## config.mk

```make
export PLATFORM = sky130hd
export DESIGN_NAME = tscu_reduce
export DESIGN_NICKNAME = d
export VERILOG_FILES = /design/src/design/tscu_pkg.sv /design/src/design/tscu_reduce.sv
export SDC_FILE = /design/constraint.sdc
export NUM_CORES = 2
export LEC_CHECK = 0
export BUFFER_PORTS_ARGS = -buffer_cell sky130_fd_sc_hd__buf_2
export CAP_MARGIN = 20
export CORE_UTILIZATION = 45
export DETAILED_ROUTE_END_ITERATION = 10
export SLEW_MARGIN = 25
export SYNTH_ARGS = -nofsm -noshare
export SYNTH_HDL_FRONTEND = slang
export SYNTH_SLANG_ARGS = --single-unit
```

## constraint.sdc

```tcl
create_clock -name clock -period 16.4 [get_ports clock]
set_clock_uncertainty 0.05 [all_clocks]
set_input_delay 0.82 -clock clock [delete_from_list [all_inputs] [get_ports clock]]
set_output_delay 0.82 -clock clock [all_outputs]
set_load 0.01 [all_outputs]
```

## src/design/tscu_pkg.sv

```systemverilog
// Package for the Taylor sine, cosine and tangent unit.
// Holds the working widths, the mode codes, the pipeline structs and the
// saturation helper. Depends on nothing.
package tscu_pkg;

   // Defaults for the top-level parameters
   localparam int SERIES_TERMS_DEF  = 10;
   localparam int FRACTION_BITS_DEF = 24;

   // Port field widths
   localparam int ANGLE_W = 32;
   localparam int VALUE_W = 32;

   // Working format: 32 fraction bits
   localparam int WORK_BITS = 32;
   localparam logic [63:0] TWO_PI_Q60 = 64'h6487_ED51_10B4_611A;

   // Reduction width, covers 2*pi at 30 fraction bits and its multiples
   localparam int RED_W = 34;
   // Reduced angle, its square, one series term and the running sum
   localparam int X_W   = 35;
   localparam int X2_W  = 38;
   localparam int T_W   = 40;
   localparam int SUM_W = T_W + 1;
   // Product term*x^2 after rounding, and the reciprocal used per factorial step
   localparam int N_W         = 46;
   localparam int M_W         = 56;
   localparam int RECIP_SHIFT = 56;
   // Register stages in one series cell
   localparam int CELL_STAGES = 5;
   // Tangent quotient: 32 bits plus an overflow bit; one divider cell per bit
   localparam int QUO_W = 33;
   localparam int DIV_W = SUM_W + QUO_W;

   typedef enum logic [1:0] {
      MODE_SIN = 2'd0,
      MODE_COS = 2'd1,
      MODE_TAN = 2'd2
   } mode_type;

   // Control that travels with each request
   typedef struct packed {
      logic     valid;
      mode_type mode;
   } ctrl_type;

   // One result
   typedef struct packed {
      logic [VALUE_W-1:0] value;
      logic               dz;
      logic               sat;
   } rsp_type;

   // Apply a sign to a magnitude and clip to the signed 32-bit range
   function automatic rsp_type saturate(input logic [SUM_W-1:0] mag, input logic neg);
      rsp_type            r;
      logic [SUM_W-1:0]   negm;
      r.dz  = 1'b0;
      r.sat = 1'b0;
      negm  = '0;
      if (neg) begin
         if (mag > SUM_W'(33'h0_8000_0000)) begin
            r.value = 32'h8000_0000;
            r.sat   = 1'b1;
         end else begin
            negm    = SUM_W'(0) - mag;
            r.value = negm[VALUE_W-1:0];
         end
      end else begin
         if (mag > SUM_W'(33'h0_7FFF_FFFF)) begin
            r.value = 32'h7FFF_FFFF;
            r.sat   = 1'b1;
         end else begin
            r.value = mag[VALUE_W-1:0];
         end
      end
      return r;
   endfunction

endpackage

```

## src/design/tscu_reduce.sv

```systemverilog
// Front end of the unit: brings the angle into [0, 2*pi] by restoring
// subtraction of 2*pi multiples, moves it to the working format, squares it.
// Depends on tscu_pkg.
module tscu_reduce #(
   parameter int FRACTION_BITS = tscu_pkg::FRACTION_BITS_DEF
) (
   input  logic                             clock,
   input  logic                             reset,
   input  logic                             en,
   input  tscu_pkg::ctrl_type               in_ctrl,
   input  logic signed [tscu_pkg::ANGLE_W-1:0] in_angle,
   output tscu_pkg::ctrl_type               out_ctrl,
   output logic [tscu_pkg::X_W-1:0]         out_x,
   output logic [tscu_pkg::X2_W-1:0]        out_x2
);

   localparam int RED_W = tscu_pkg::RED_W;
   localparam int X_W   = tscu_pkg::X_W;
   localparam int X2_W  = tscu_pkg::X2_W;
   localparam int WB    = tscu_pkg::WORK_BITS;
   // 2*pi rounded to FRACTION_BITS
   localparam logic [63:0] TP64 =
      (tscu_pkg::TWO_PI_Q60 + (64'd1 << (59 - FRACTION_BITS))) >> (60 - FRACTION_BITS);
   localparam logic [RED_W-1:0] TP = TP64[RED_W-1:0];
   // Quotient bits needed to cover the whole angle range
   localparam int STEPS = (FRACTION_BITS < 28) ? (29 - FRACTION_BITS) : 1;
   localparam int XL    = (X_W + 1) / 2;
   localparam int XH    = X_W - XL;
   localparam int SQ_W  = 2 * X_W;

   typedef enum logic [1:0] {
      CLS_IN    = 2'd0,
      CLS_ABOVE = 2'd1,
      CLS_BELOW = 2'd2
   } cls_type;

   tscu_pkg::ctrl_type    ctl_ff [STEPS+1];
   cls_type               cls_ff [STEPS+1];
   logic [RED_W-1:0]      u_ff   [STEPS+1];
   logic [RED_W-1:0]      u_in   [STEPS+1];
   cls_type               cls0_in;

   tscu_pkg::ctrl_type    ctlx_ff;
   logic [X_W-1:0]        x_ff;
   logic [X_W-1:0]        x_in;

   tscu_pkg::ctrl_type    ctls_ff;
   logic [X_W-1:0]        xs_ff;
   logic [2*XL-1:0]       pll_ff;
   logic [XL+XH-1:0]      plh_ff;
   logic [2*XH-1:0]       phh_ff;

   tscu_pkg::ctrl_type    ctlq_ff;
   logic [X_W-1:0]        xq_ff;
   logic [X2_W-1:0]       x2_ff;
   logic [X2_W-1:0]       x2_in;

   // Classify the angle and form the operand of the reduction, then take
   // one restoring step per stage, largest multiple first
   always_comb begin
      logic signed [RED_W-1:0] a_s;
      logic [RED_W-1:0]        lim;
      a_s = RED_W'(in_angle);
      if (a_s > $signed(TP)) begin
         cls0_in = CLS_ABOVE;
         u_in[0] = a_s - RED_W'(1);
      end else if (a_s < 0) begin
         cls0_in = CLS_BELOW;
         u_in[0] = RED_W'(0) - a_s;
      end else begin
         cls0_in = CLS_IN;
         u_in[0] = a_s;
      end
      for (int j = 0; j < STEPS; j++) begin
         lim = TP << (STEPS - 1 - j);
         if (cls_ff[j] != CLS_IN && u_ff[j] >= lim) begin
            u_in[j+1] = u_ff[j] - lim;
         end else begin
            u_in[j+1] = u_ff[j];
         end
      end
   end

   // Undo the offset of each class and move to 32 fraction bits
   always_comb begin
      logic [RED_W-1:0] a_red;
      case (cls_ff[STEPS])
         CLS_ABOVE: a_red = u_ff[STEPS] + RED_W'(1);
         CLS_BELOW: a_red = (u_ff[STEPS] == '0) ? '0 : TP - u_ff[STEPS];
         default:   a_red = u_ff[STEPS];
      endcase
      x_in = {{(X_W-RED_W){1'b0}}, a_red} << (WB - FRACTION_BITS);
   end

   // Sum the partial products of x*x and round at 32 bits
   always_comb begin
      logic [SQ_W:0] full;
      full = (SQ_W+1)'(pll_ff) + ((SQ_W+1)'(plh_ff) << (XL + 1))
           + ((SQ_W+1)'(phh_ff) << (2 * XL)) + ((SQ_W+1)'(1) << (WB - 1));
      x2_in = full[WB +: X2_W];
   end

   // Control valid bits
   always_ff @(posedge clock) begin
      if (reset) begin
         for (int j = 0; j <= STEPS; j++) ctl_ff[j] <= '0;
         ctlx_ff <= '0;
         ctls_ff <= '0;
         ctlq_ff <= '0;
      end else if (en) begin
         ctl_ff[0] <= in_ctrl;
         for (int j = 0; j < STEPS; j++) ctl_ff[j+1] <= ctl_ff[j];
         ctlx_ff <= ctl_ff[STEPS];
         ctls_ff <= ctlx_ff;
         ctlq_ff <= ctls_ff;
      end
   end

   // Payload stages
   always_ff @(posedge clock) begin
      if (en) begin
         cls_ff[0] <= cls0_in;
         for (int j = 0; j < STEPS; j++) cls_ff[j+1] <= cls_ff[j];
         for (int j = 0; j <= STEPS; j++) u_ff[j] <= u_in[j];
         x_ff   <= x_in;
         xs_ff  <= x_ff;
         pll_ff <= x_ff[XL-1:0] * x_ff[XL-1:0];
         plh_ff <= x_ff[XL-1:0] * x_ff[X_W-1:XL];
         phh_ff <= x_ff[X_W-1:XL] * x_ff[X_W-1:XL];
         xq_ff  <= xs_ff;
         x2_ff  <= x2_in;
      end
   end

   assign out_ctrl = ctlq_ff;
   assign out_x    = xq_ff;
   assign out_x2   = x2_ff;

endmodule

```

==> results.py <==
metrics = {
    "floorplan": {
        "die_w_microns": 290,
        "core_sq_um": 82000,
        "ios": 114,
        "die_area_sq_um": 83900,
        "rows": 105,
        "die_y_microns": 290,
        "start_util_pct": 45.4,
    },
    "sta": {
        "timing.fmax_mhz": 146,
        "final.period_utilization_pct": 41.8,
        "relSlewSlack_pct": 32.3,
        "setup_viol": 0,
        "whs_ns": 0.363,
        "report.final.slew_viol_count": 0,
        "finalHoldViolCount": 0,
        "rsz0062_at_grt": "no",
        "fin_crit_ns": 6.85,
        "fin_setup_tns_ns": 0,
        "worstMarginPinSlew_ns": 1.02,
    },
    "outcome": {
        "status": "completed",
    },
    "finish": {
        "fillerInstances": 7558,
        "layout-drive-gt1-share_pct": 7.33,
        "final_util_pct": 49.5,
        "area_growth_pct": 9.13,
        "stdcell_area_sq_um": 40600,
        "diodes": 0,
        "fin_nets": 4311,
    },
    "yosys": {
        "avgSynthCellArea_sq_um": 10.5,
        "syn-instance-count": 3551,
        "synthMuxAreaShare_pct": 1.31,
        "ys_warn_count": 0,
        "syn_area_sq_um": 37200,
        "synth_edf_count": 420,
        "netlist.area_leader.share_pct": 33.9,
        "synth.distinct_cells": 92,
        "synth_top_area_cell": "edfxtp_1",
        "synth_flop_cell": "edfxtp_1",
        "yosys-top-cells-area": "edfxtp_1 (34%), fa_1 (19%), ha_1 (9.6%)",
        "synthSimpleGateAreaFrac_pct": 13.8,
        "ys_async_sr_fraction_pct": 0,
        "synth_compound_area_share_pct": 8.25,
        "synthXorXnorAreaFrac_pct": 6.80,
        "synthAdderAreaFrac_pct": 28.8,
        "synth_top_family_by_area": "adder cells",
        "synth-seq-cells": 429,
        "ys_seq_area_share_pct": 34.4,
    },
    "clock_network": {
        "clock-sinks": 429,
        "cts-resized-gates": 0,
        "clkTransAtPathRegs_ns": 0.06,
        "cts_tree": "built",
        "clock_path_buffers": 3,
        "cts_root_buf": "clkbuf_16",
        "post_cts.repair.setup_buffers": 0,
        "htreeDepth": 2,
        "cts_hold_buf": 0,
        "clk_latency_ns": 0.63,
        "cts-buffers-inserted": 50,
    },
    "worst_setup_path": {
        "setup.worst_path.class": "flop to flop",
        "end_kind": "flop",
        "start_kind": "flop",
        "crit_fanout": 21,
        "required_ns": 16.71,
        "cp.arrival_ns": 7.16,
    },
    "detailed_routing": {
        "via_count": 24800,
        "drc": 0,
        "viasPerCell": 5.22,
        "drt-initial-drc-count": 1387,
        "ant_nets": 0,
        "wire_per_inst_microns": 16.4,
        "drtPass1Iterations": 5,
        "routed_wl_microns": 77500,
    },
    "grt": {
        "grt-ovfl-total": 0,
        "grt_pass1_vias": 25400,
        "grt_antenna_before_repair": 1,
        "grt_pass1_wl_microns": 129000,
        "track_usage_pct": 19.2,
        "grt_max_degree": 93,
    },
    "placement": {
        "dpl_cell_area_sq_um": 39000,
        "globalplace.congestion": 0.848,
        "place.port_buffers": 105,
        "dpl.hpwl_microns": 58200,
    },
    "run": {
        "cap_viol_max_count": 0,
    },
    "min_path": {
        "hold_class": "flop to flop",
    },
}
-- layout by cell type, fill, tap and decap left out, types with 22 or more instances in the layout --
master     synthesis  routed
a21o_1            53      53
a21oi_1          123     123
and2_1           175     175
and3_1            26      26
buf_2              2     104
buf_4              8      38
clkbuf_16          0      51
edfxtp_1         420     420
fa_1             356     356
ha_1             287     287
inv_1            511     511
mux2i_1           26      26
nand2_1          339     339
nand2b_1          22      22
nand3_1           61      61
nand4_1           29      29
nor2_1           199     198
nor2b_1           26      26
nor3_1            44      44
nor4_1            28      28
o21a_1            27      27
o21ai_0           77      77
o21ai_1           25      24
xnor2_1          165     165
xor2_1           124     124
-- worst paths after layout --
path	from	to	slack, ns	cells after the start
max reg2reg	x_ff[29]	phh_ff[30]	9.55	21
max	x_ff[29]	phh_ff[30]	9.55	21
min reg2reg	u_ff[2][1]	u_ff[3][1]	0.36	0
min	u_ff[2][1]	u_ff[3][1]	0.36	0
-- worst max-delay path: stages (launching register included) --
cell,delay (ns)
edfxtp_1,0.32
buf_4,0.28
clkinv_1,0.35
nor2_1,0.32
fa_1,0.50
fa_1,0.48
fa_1,0.52
fa_1,0.52
fa_1,0.54
inv_1,0.05
fa_1,0.53
inv_1,0.04
ha_1,0.36
a21o_1,0.18
a21oi_1,0.15
nor2b_1,0.07
a311oi_1,0.24
o31ai_1,0.19
a31o_2,0.34
a311o_1,0.32
a21oi_1,0.17
xnor2_1,0.08
-- cell type report --
class / instances / area (sq um) / share of cell area (%)
clock buffer: 67 / 1350 / 3.31
clock inverter: 25 / 288 / 0.708
inverter: 519 / 1950 / 4.80
multi-input combinational: 2484 / 22000 / 54.2
sequential: 429 / 12800 / 31.5
tap: 1070 / 1340 / 3.30
timing repair buffer: 146 / 887 / 2.18
-- sequential cells by signal (all words and copies together), names as in the netlist --
signal,count
u_ff,203
out_x2,38
phh_ff,33
out_x,27
plh_ff,27
x_ff,27
xs_ff,26
ctl_ff,18
cls_ff,12
pll_ff,9
ctls_ff,3
ctlx_ff,3
out_ctrl,3
-- per-layer routing --
layer / vias to the layer above / track usage, % / routed length (microns)
met5: - / 0 / 0
met4: 0 / 5.27 / 2020
met3: 120 / 2.45 / 2750
met2: 402 / 34.4 / 39500
met1: 12200 / 24.1 / 33300
li1: 12000 / - / -
-- logic make-up after synthesis --
kind of cell             after synthesis
AO/OA/AOI/OAI                        471
XOR/XNOR                             289
adder cells (fa/ha/maj)              643
buffers and inverters                645
flip-flops                           429
multiplexers                          38
other                                  1
AND/OR/NAND/NOR                     1035
-- cell usage after synthesis, drive strengths merged, types with 53 or more instances --
cell type  instances
o21ai            102
ha               287
nand2            339
a21o              53
fa               356
inv              515
xnor2            165
a21oi            124
edfxtp           420
clkbuf           114
nand3             62
nor2             199
and2             175
xor2             124
-- per-stage QoR --
step | setup WS, ns | instances
after global placement | 9.66 | 4646
final | 9.55 | 4740
after floorplan | 9.99 | 3558
after CTS | 9.53 | 4740
after global routing | 9.17 | 4740
after detailed placement | 9.56 | 4648
Power is not shown: default switching activity piles up to over one toggle a cycle in this logic, so the estimate is an artifact.
