<file path="src/design/tscu_pkg.sv">
// Package for the Taylor sine, cosine and tangent unit.
// Holds the working widths, the mode codes, the pipeline structs and the
// saturation helper. Depends on nothing.
package tscu_pkg;

   // Defaults for the top-level parameters
   localparam int SERIES_TERMS_DEF  = 10;
   localparam int FRACTION_BITS_DEF = 24;

   // Port field widths
   localparam int ANGLE_W = 32;
   localparam int VALUE_W = 32;

   // Working format: 32 fraction bits
   localparam int WORK_BITS = 32;
   localparam logic [63:0] TWO_PI_Q60 = 64'h6487_ED51_10B4_611A;

   // Reduction width, covers 2*pi at 30 fraction bits and its multiples
   localparam int RED_W = 34;
   // Reduced angle, its square, one series term and the running sum
   localparam int X_W   = 35;
   localparam int X2_W  = 38;
   localparam int T_W   = 40;
   localparam int SUM_W = T_W + 1;
   // Product term*x^2 after rounding, and the reciprocal used per factorial step
   localparam int N_W         = 46;
   localparam int M_W         = 56;
   localparam int RECIP_SHIFT = 56;
   // Register stages in one series cell
   localparam int CELL_STAGES = 5;
   // Tangent quotient: 32 bits plus an overflow bit; one divider cell per bit
   localparam int QUO_W = 33;
   localparam int DIV_W = SUM_W + QUO_W;

   typedef enum logic [1:0] {
      MODE_SIN = 2'd0,
      MODE_COS = 2'd1,
      MODE_TAN = 2'd2
   } mode_type;

   // Control that travels with each request
   typedef struct packed {
      logic     valid;
      mode_type mode;
   } ctrl_type;

   // One result
   typedef struct packed {
      logic [VALUE_W-1:0] value;
      logic               dz;
      logic               sat;
   } rsp_type;

   // Apply a sign to a magnitude and clip to the signed 32-bit range
   function automatic rsp_type saturate(input logic [SUM_W-1:0] mag, input logic neg);
      rsp_type            r;
      logic [SUM_W-1:0]   negm;
      r.dz  = 1'b0;
      r.sat = 1'b0;
      negm  = '0;
      if (neg) begin
         if (mag > SUM_W'(33'h0_8000_0000)) begin
            r.value = 32'h8000_0000;
            r.sat   = 1'b1;
         end else begin
            negm    = SUM_W'(0) - mag;
            r.value = negm[VALUE_W-1:0];
         end
      end else begin
         if (mag > SUM_W'(33'h0_7FFF_FFFF)) begin
            r.value = 32'h7FFF_FFFF;
            r.sat   = 1'b1;
         end else begin
            r.value = mag[VALUE_W-1:0];
         end
      end
      return r;
   endfunction

endpackage

</file>
<file path="src/design/tscu_div_cell.sv">
// One cell of the tangent divider: a restoring step that settles one
// quotient bit and hands remainder, divisor and quotient on.
// Depends on tscu_pkg.
module tscu_div_cell #(
   parameter int STEP = 0
) (
   input  logic                          clock,
   input  logic                          en,
   input  logic [tscu_pkg::DIV_W-1:0]    rem_i,
   input  logic [tscu_pkg::SUM_W-1:0]    den_i,
   input  logic [tscu_pkg::QUO_W-1:0]    quo_i,
   output logic [tscu_pkg::DIV_W-1:0]    rem_o,
   output logic [tscu_pkg::SUM_W-1:0]    den_o,
   output logic [tscu_pkg::QUO_W-1:0]    quo_o
);

   localparam int DIV_W = tscu_pkg::DIV_W;
   localparam int QUO_W = tscu_pkg::QUO_W;

   logic [DIV_W-1:0]          rem_ff;
   logic [DIV_W-1:0]          rem_in;
   logic [tscu_pkg::SUM_W-1:0] den_ff;
   logic [QUO_W-1:0]          quo_ff;
   logic [QUO_W-1:0]          quo_in;

   // Subtract the shifted divisor where it fits
   always_comb begin
      logic [DIV_W-1:0] sub;
      sub = DIV_W'(den_i) << STEP;
      if (rem_i >= sub) begin
         rem_in = rem_i - sub;
         quo_in = quo_i | (QUO_W'(1) << STEP);
      end else begin
         rem_in = rem_i;
         quo_in = quo_i;
      end
   end

   always_ff @(posedge clock) begin
      if (en) begin
         rem_ff <= rem_in;
         den_ff <= den_i;
         quo_ff <= quo_in;
      end
   end

   assign rem_o = rem_ff;
   assign den_o = den_ff;
   assign quo_o = quo_ff;

endmodule
</file>
<file path="config.mk">
export PLATFORM = sky130hd
export DESIGN_NAME = tscu_div_cell
export DESIGN_NICKNAME = d
export VERILOG_FILES = /design/src/design/tscu_pkg.sv /design/src/design/tscu_div_cell.sv
export SDC_FILE = /design/constraint.sdc
export NUM_CORES = 1
export LEC_CHECK = 0
export ABC_AREA = 1
export BUFFER_PORTS_ARGS = -buffer_cell sky130_fd_sc_hd__buf_4
export CORE_ASPECT_RATIO = 0.6
export CORE_MARGIN = 10
export CORE_UTILIZATION = 25
export CTS_BUF_LIST = sky130_fd_sc_hd__clkbuf_8 sky130_fd_sc_hd__clkbuf_16
export CTS_CLUSTER_SIZE = 10
export DETAILED_ROUTE_END_ITERATION = 7
export PLACE_DENSITY = 0.48
export SLEW_MARGIN = 5
export SYNTH_ARGS = -nofsm -noshare
export SYNTH_HDL_FRONTEND = slang
export SYNTH_SLANG_ARGS = --single-unit
</file>
<file path="constraint.sdc">
create_clock -name clock -period 7.55 [get_ports clock]
set_input_delay 2.265 -clock clock [delete_from_list [all_inputs] [get_ports clock]]
set_output_delay 2.265 -clock clock [all_outputs]
set_load 0.01 [all_outputs]
</file>
==> results of run 1 <==
-- cell type report --
type / instances / area (um^2)
fillers: 4392 / 26830
multi-input cells: 993 / 4801
flip-flops and latches: 148 / 4444
repair buffers: 300 / 2256
inverters: 260 / 978.4
well taps: 531 / 664.4
clock buffers: 17 / 425.4
clock inverters: 15 / 171.4
diodes: 2 / 5.005
-- worst paths after layout --
kind	to	slack (ns)	depth (start not counted)
setup / recovery	rem_o[55]	2.07	16
hold / removal	quo_o[12]	1.98	1
-- sequential cells by signal, indices dropped and copies added (netlist names) --
name and cells:
rem_o 74, den_o 41, quo_o 33
-- layer usage --
layer,wire length (um),share of wire [%],up-vias
met5,13,0.029,-
met4,403,0.91,2
met3,3519,8.0,24
met2,18220,41,317
met1,22100,50,4743
li1,-,-,5087
-- metrics by stage --
stage | area (um^2) | util [%]
6_report | 13750 | 33.87
5_1_grt | 13740 | 33.87
4_1_cts | 13740 | 33.86
3_5_place_dp | 13140 | 32.39
3_3_place_gp | 13140 | 32.39
2_1_floorplan | 10310 | -
-- power by group through the flow --
stage	clock [W]	sequential [W]	combinational (W)
after detailed placement	0	0.00105	0.000663
after floorplan	0	0.00109	0.000262
after CTS	0.000939	0.00104	0.000666
after global placement	0	0.00105	0.000661
final	0.000912	0.00103	0.000662
after global routing	0.000972	0.00104	0.000730
-- cell usage in the layout, fill, tap and decap left out, drive strengths merged --
cell type / instances
and2: 1
fa: 1
clkinvlp: 2
edfxtp: 148
nand3b: 8
nor4: 2
nor3b: 1
clkinv: 3
or2: 6
ha: 41
a21oi: 60
a31oi: 1
nand4: 27
xor2: 1
bufinv: 2
o21ai: 55
nor3: 13
nand3: 62
o21a: 1
clkbuf: 17
xnor2: 30
buf: 300
nand2: 497
o21bai: 4
nor2: 179
diode: 2
inv: 268
and3: 2
a211oi: 1
-- cells by family after synthesis --
kind of cell               synth area share [%]
buffers and inverters                     10.34
AOI/OAI and AO/OA                         7.062
DFF                                       43.10
adders and majority gates                 5.169
xor gates and xnor gates                  2.633
and+or+nand+nor                           31.70
==> flow_summary.json, run 1 <==
{
  "pwr-share-seq_pct": 39.7,
  "hp-start": "quo_i[12]",
  "slew_headroom_pct": 31.35,
  "die_area_um2": 50030,
  "synth.area.top_cells": "edfxtp_1 (43%), nand2_1 (18%), inv_1 (9.3%)",
  "antenna_found_initial": 2,
  "cts.clk_slew.worst_paths_ns": 0.08,
  "cts_hold_buf": 0,
  "clkPwrFrac_pct": 35.0,
  "arrival_ns": 5.68,
  "path_delay_family": "buffers and inverters",
  "hold_viol_final": 0,
  "fin_crit_sh_pct": 72.56,
  "drt-vias-per-instance": 4.489,
  "synth_cell_type_count": 36,
  "cts_tree": "done",
  "maxCapViolations": 0,
  "drt-initial-drc-count": 785,
  "grt_busiest_layer": "met1",
  "yosys.area.top_type_share_pct": 43.10,
  "final_max_slew_viol_count": 0,
  "synthTopCellsByCount": "nand2_1 (495), inv_1 (256), nor2_1 (172)",
  "grt_pass1_vias": 10180,
  "area_delta_synth_final_pct": 33.31,
  "synth_edf_count": 148,
  "hold_ws_ns": 1.980,
  "route.detailed.drc": 0,
  "yosysWarnings": 0,
  "peakVddDrop_mv": 0.1202,
  "dp.cells": 2232,
  "worst_path_max_delay_cell": "inv_4",
  "grt_use_total_pct": 17.41,
  "synth_top_area_cell": "edfxtp_1",
  "cp-start-kind": "primary input",
  "dp_slack_ns": 1.559,
  "period_needed_ns": 5.479,
  "place_congestion": 0.8724,
  "power_w": 0.002607,
  "async_flop_share_pct": 0,
  "p_int_w": 0.001770,
  "synth_area_per_cell_um2": 7.297,
  "critPathLaunch": "rem_i[0]",
  "coreArea_um2": 40580,
  "die_h_um": 177.3,
  "cts_setup_buffers": 0,
  "switching_power_w": 0.0008375,
  "met1_usage_pct": 25.47,
  "vias": 10170,
  "critical_path_buf_inv_count": 5,
  "tightest_slew_ns": 1.030,
  "numCtsBuffers": 17,
  "dr.pass1.iters": 5,
  "critPathMaxFanout": 92,
  "yosysMostFrequentCell": "nand2_1",
  "met3_usage_pct": 4.446,
  "grt-ovfl-total": 0,
  "p_per_area_nw_per_um2": 189.7,
  "rsz0062_at_grt": "false",
  "hold_path_class": "in -> reg",
  "layout_setup_ws_ns": 2.071,
  "critPathCaptureType": "flip-flop",
  "grt_pass1_wl_um": 64510,
  "status": "finished clean",
  "antenna_left": 0,
  "htree_levels": 4,
  "cp.required_ns": 7.75,
  "drt-total-wl_um": 44250,
  "hpwl_um": 37260,
  "cpPeakStageDelay_ns": 0.86,
  "grt_max_degree": 93,
  "fin_cells": 2266,
  "rows": 57,
  "cts.sinks": 148,
  "tns_ns": 0,
  "io_pins": 298,
  "synthCells": 1413,
  "ys_ff_latch": 148,
  "layout-drive-gt1-share_pct": 21.98,
  "final_nets": 1912,
  "leakagePower_nw": 6.464,
  "max_freq_ghz": 0.1825,
  "clock_path_buffers": 2,
  "wl_per_cell_um": 19.53,
  "synth_seq_area_share_pct": 43.10,
  "worstPathCellList": "buf_4 > inv_1 > ha_1 > inv_1 > fa_1 > nand3_1 > nor2_1 > nand2_1 > nand3_1 > nand2_1 > nand3_2 > nand2_2 > nand3_4 > inv_4 > buf_4 > a21oi_2",
  "worstSetupPathType": "in -> reg",
  "comb_power_share_pct": 25.4,
  "root_buffer": "clkbuf_16",
  "use_met2_pct": 25.29,
  "switching_share_pct": 32.12,
  "setup-violations-final": 0,
  "synth_nets": 1605,
  "ys.flop_type": "edfxtp_1",
  "ctsResizeCount": 0,
  "syn_area_um2": 10310,
  "start_util_pct": 25.41,
  "die_x_um": 282.2,
  "io_buffers": 297
}
Note: power is estimated with default switching activity, not from simulation.
==> run 2, diff against run 1 <==
--- a/config.mk
+++ b/config.mk
@@ -13,7 +13,7 @@
 export CTS_BUF_LIST = sky130_fd_sc_hd__clkbuf_8 sky130_fd_sc_hd__clkbuf_16
 export CTS_CLUSTER_SIZE = 10
 export DETAILED_ROUTE_END_ITERATION = 7
-export PLACE_DENSITY = 0.48
+export PLACE_DENSITY = 0.5
 export SLEW_MARGIN = 5
 export SYNTH_ARGS = -nofsm -noshare
 export SYNTH_HDL_FRONTEND = slang
==> constraint.sdc (replaced) <==
create_clock -name clock -period 5 [get_ports clock]
set_input_delay 1.5 -clock clock [delete_from_list [all_inputs] [get_ports clock]]
set_output_delay 1.5 -clock clock [all_outputs]
set_load 0.01 [all_outputs]
==> flow_summary.json, run 2 (synthesis gave the netlist of run 1 again) <==
{
  "hpwl_um": 36530,
  "coreArea_um2": 40580,
  "antenna_found_initial": 1,
  "critPathMaxFanout": 41,
  "cts.sinks": 148,
  "period_needed_ns": 3.903,
  "cts_tree": "done",
  "slew_headroom_pct": 52.84,
  "die_h_um": 177.3,
  "cp-start-kind": "primary input",
  "leakagePower_nw": 6.494,
  "io_buffers": 297,
  "start_util_pct": 25.41,
  "worstSetupPathType": "in -> reg",
  "cts_setup_buffers": 0,
  "grt_max_degree": 87,
  "tns_ns": 0,
  "antenna_left": 0,
  "power_w": 0.003884,
  "die_x_um": 282.2,
  "grt_pass1_vias": 10220,
  "die_area_um2": 50030,
  "critPathCaptureType": "flip-flop",
  "largest_reg_flops": 74,
  "cp.required_ns": 5.19,
  "route.detailed.drc": 0,
  "rows": 57,
  "setup-violations-final": 0,
  "arrival_ns": 4.09,
  "io_pins": 298,
  "layout-drive-gt1-share_pct": 22.08,
  "final_nets": 1918,
  "drt-total-wl_um": 43630,
  "final_common_cell": "nand2_1",
  "fin_crit_sh_pct": 78.07,
  "numCtsBuffers": 17,
  "dr.pass1.iters": 7,
  "worstPathCellList": "buf_4 > inv_1 > ha_1 > inv_1 > fa_1 > nand3_1 > nor2_1 > nand2_1 > nand3_1 > nand2_1 > nand3_2 > nand2_2 > nand3_4 > inv_4 > buf_12 > o21ai_0",
  "cts_hold_buf": 0,
  "drt-vias-per-instance": 4.562,
  "fin_area_um2": 13800,
  "final_cell_mix": "nand2_1 (495), buf_4 (302), inv_1 (259)",
  "p_per_area_nw_per_um2": 281.5,
  "max_freq_ghz": 0.2562,
  "wl_per_cell_um": 19.21,
  "root_buffer": "clkbuf_16",
  "cpPeakStageDelay_ns": 0.42,
  "cts.clk_slew.worst_paths_ns": 0.07,
  "critical_path_buf_inv_count": 5,
  "grt_pass1_wl_um": 63750,
  "drt-initial-drc-count": 869,
  "placed_area_um2": 13230,
  "path_delay_family": "simple AND/OR/NAND/NOR gates",
  "worst_path_max_delay_cell": "fa_1",
  "rsz0062_at_grt": "false",
  "grt_use_total_pct": 17.09,
  "hold_path_class": "in -> reg",
  "hold_viol_final": 0,
  "maxCapViolations": 0,
  "vias": 10360,
  "peakVddDrop_mv": 0.1967,
  "grt-ovfl-total": 0,
  "ctsResizeCount": 0,
  "status": "finished clean",
  "final_max_slew_viol_count": 0,
  "place_congestion": 0.9213,
  "htree_levels": 4,
  "area_delta_synth_final_pct": 33.81,
  "clock_path_buffers": 2,
  "tightest_slew_ns": 0.6999
}
run 2: cell types whose count changed in the layout (fill, tap and decap cells not counted), sizes merged:
cell	previous run	this run
inv	268	264
clkinv	3	6
diode	2	1
buf	300	306
clkinvlp	2	3
run 2: area by class of cell:
cell class,count,area [um^2]
fill,4427,26780
multi-input combinational,993,4801
sequential,148,4444
timing repair buffer,306,2338
inverter,260,978.4
tap,531,664.4
clock buffer,17,425.4
clock inverter,15,142.6
antenna,1,2.502
run 2: routing by layer:
| layer | share of wire [%] | GRT usage, % |
|---|---|---|
| met5 | 0 | 0 |
| met4 | 0.96 | 2.916 |
| met3 | 7.7 | 3.856 |
| met2 | 42 | 25.37 |
| met1 | 50 | 25.05 |
run 2: stage by stage:
step                hold slack, ns  util, %  instances  worst slack [ns]
floorplan                    1.599        -       1413             1.462
global placement             1.678    32.59       2238            0.7650
detailed placement           1.680    32.59       2238            0.6726
CTS                          1.192    33.99       2270             1.137
global route                 1.192    34.00       2271            0.9700
finish                       1.213    34.00       2271             1.097
run 2: worst paths after layout:
check	start	end	depth (start not counted)
setup / recovery	rem_i[0]	rem_o[6]	16
hold / removal	quo_i[7]	quo_o[7]	1
run 2: power breakdown:
group,switching (W),internal [W],total (W)
clock network,0.000583,0.000729,0.00131
logic,0.000603,0.000407,0.00101
registers,0.0000406,0.00152,0.00156
total,0.00123,0.00266,0.00388
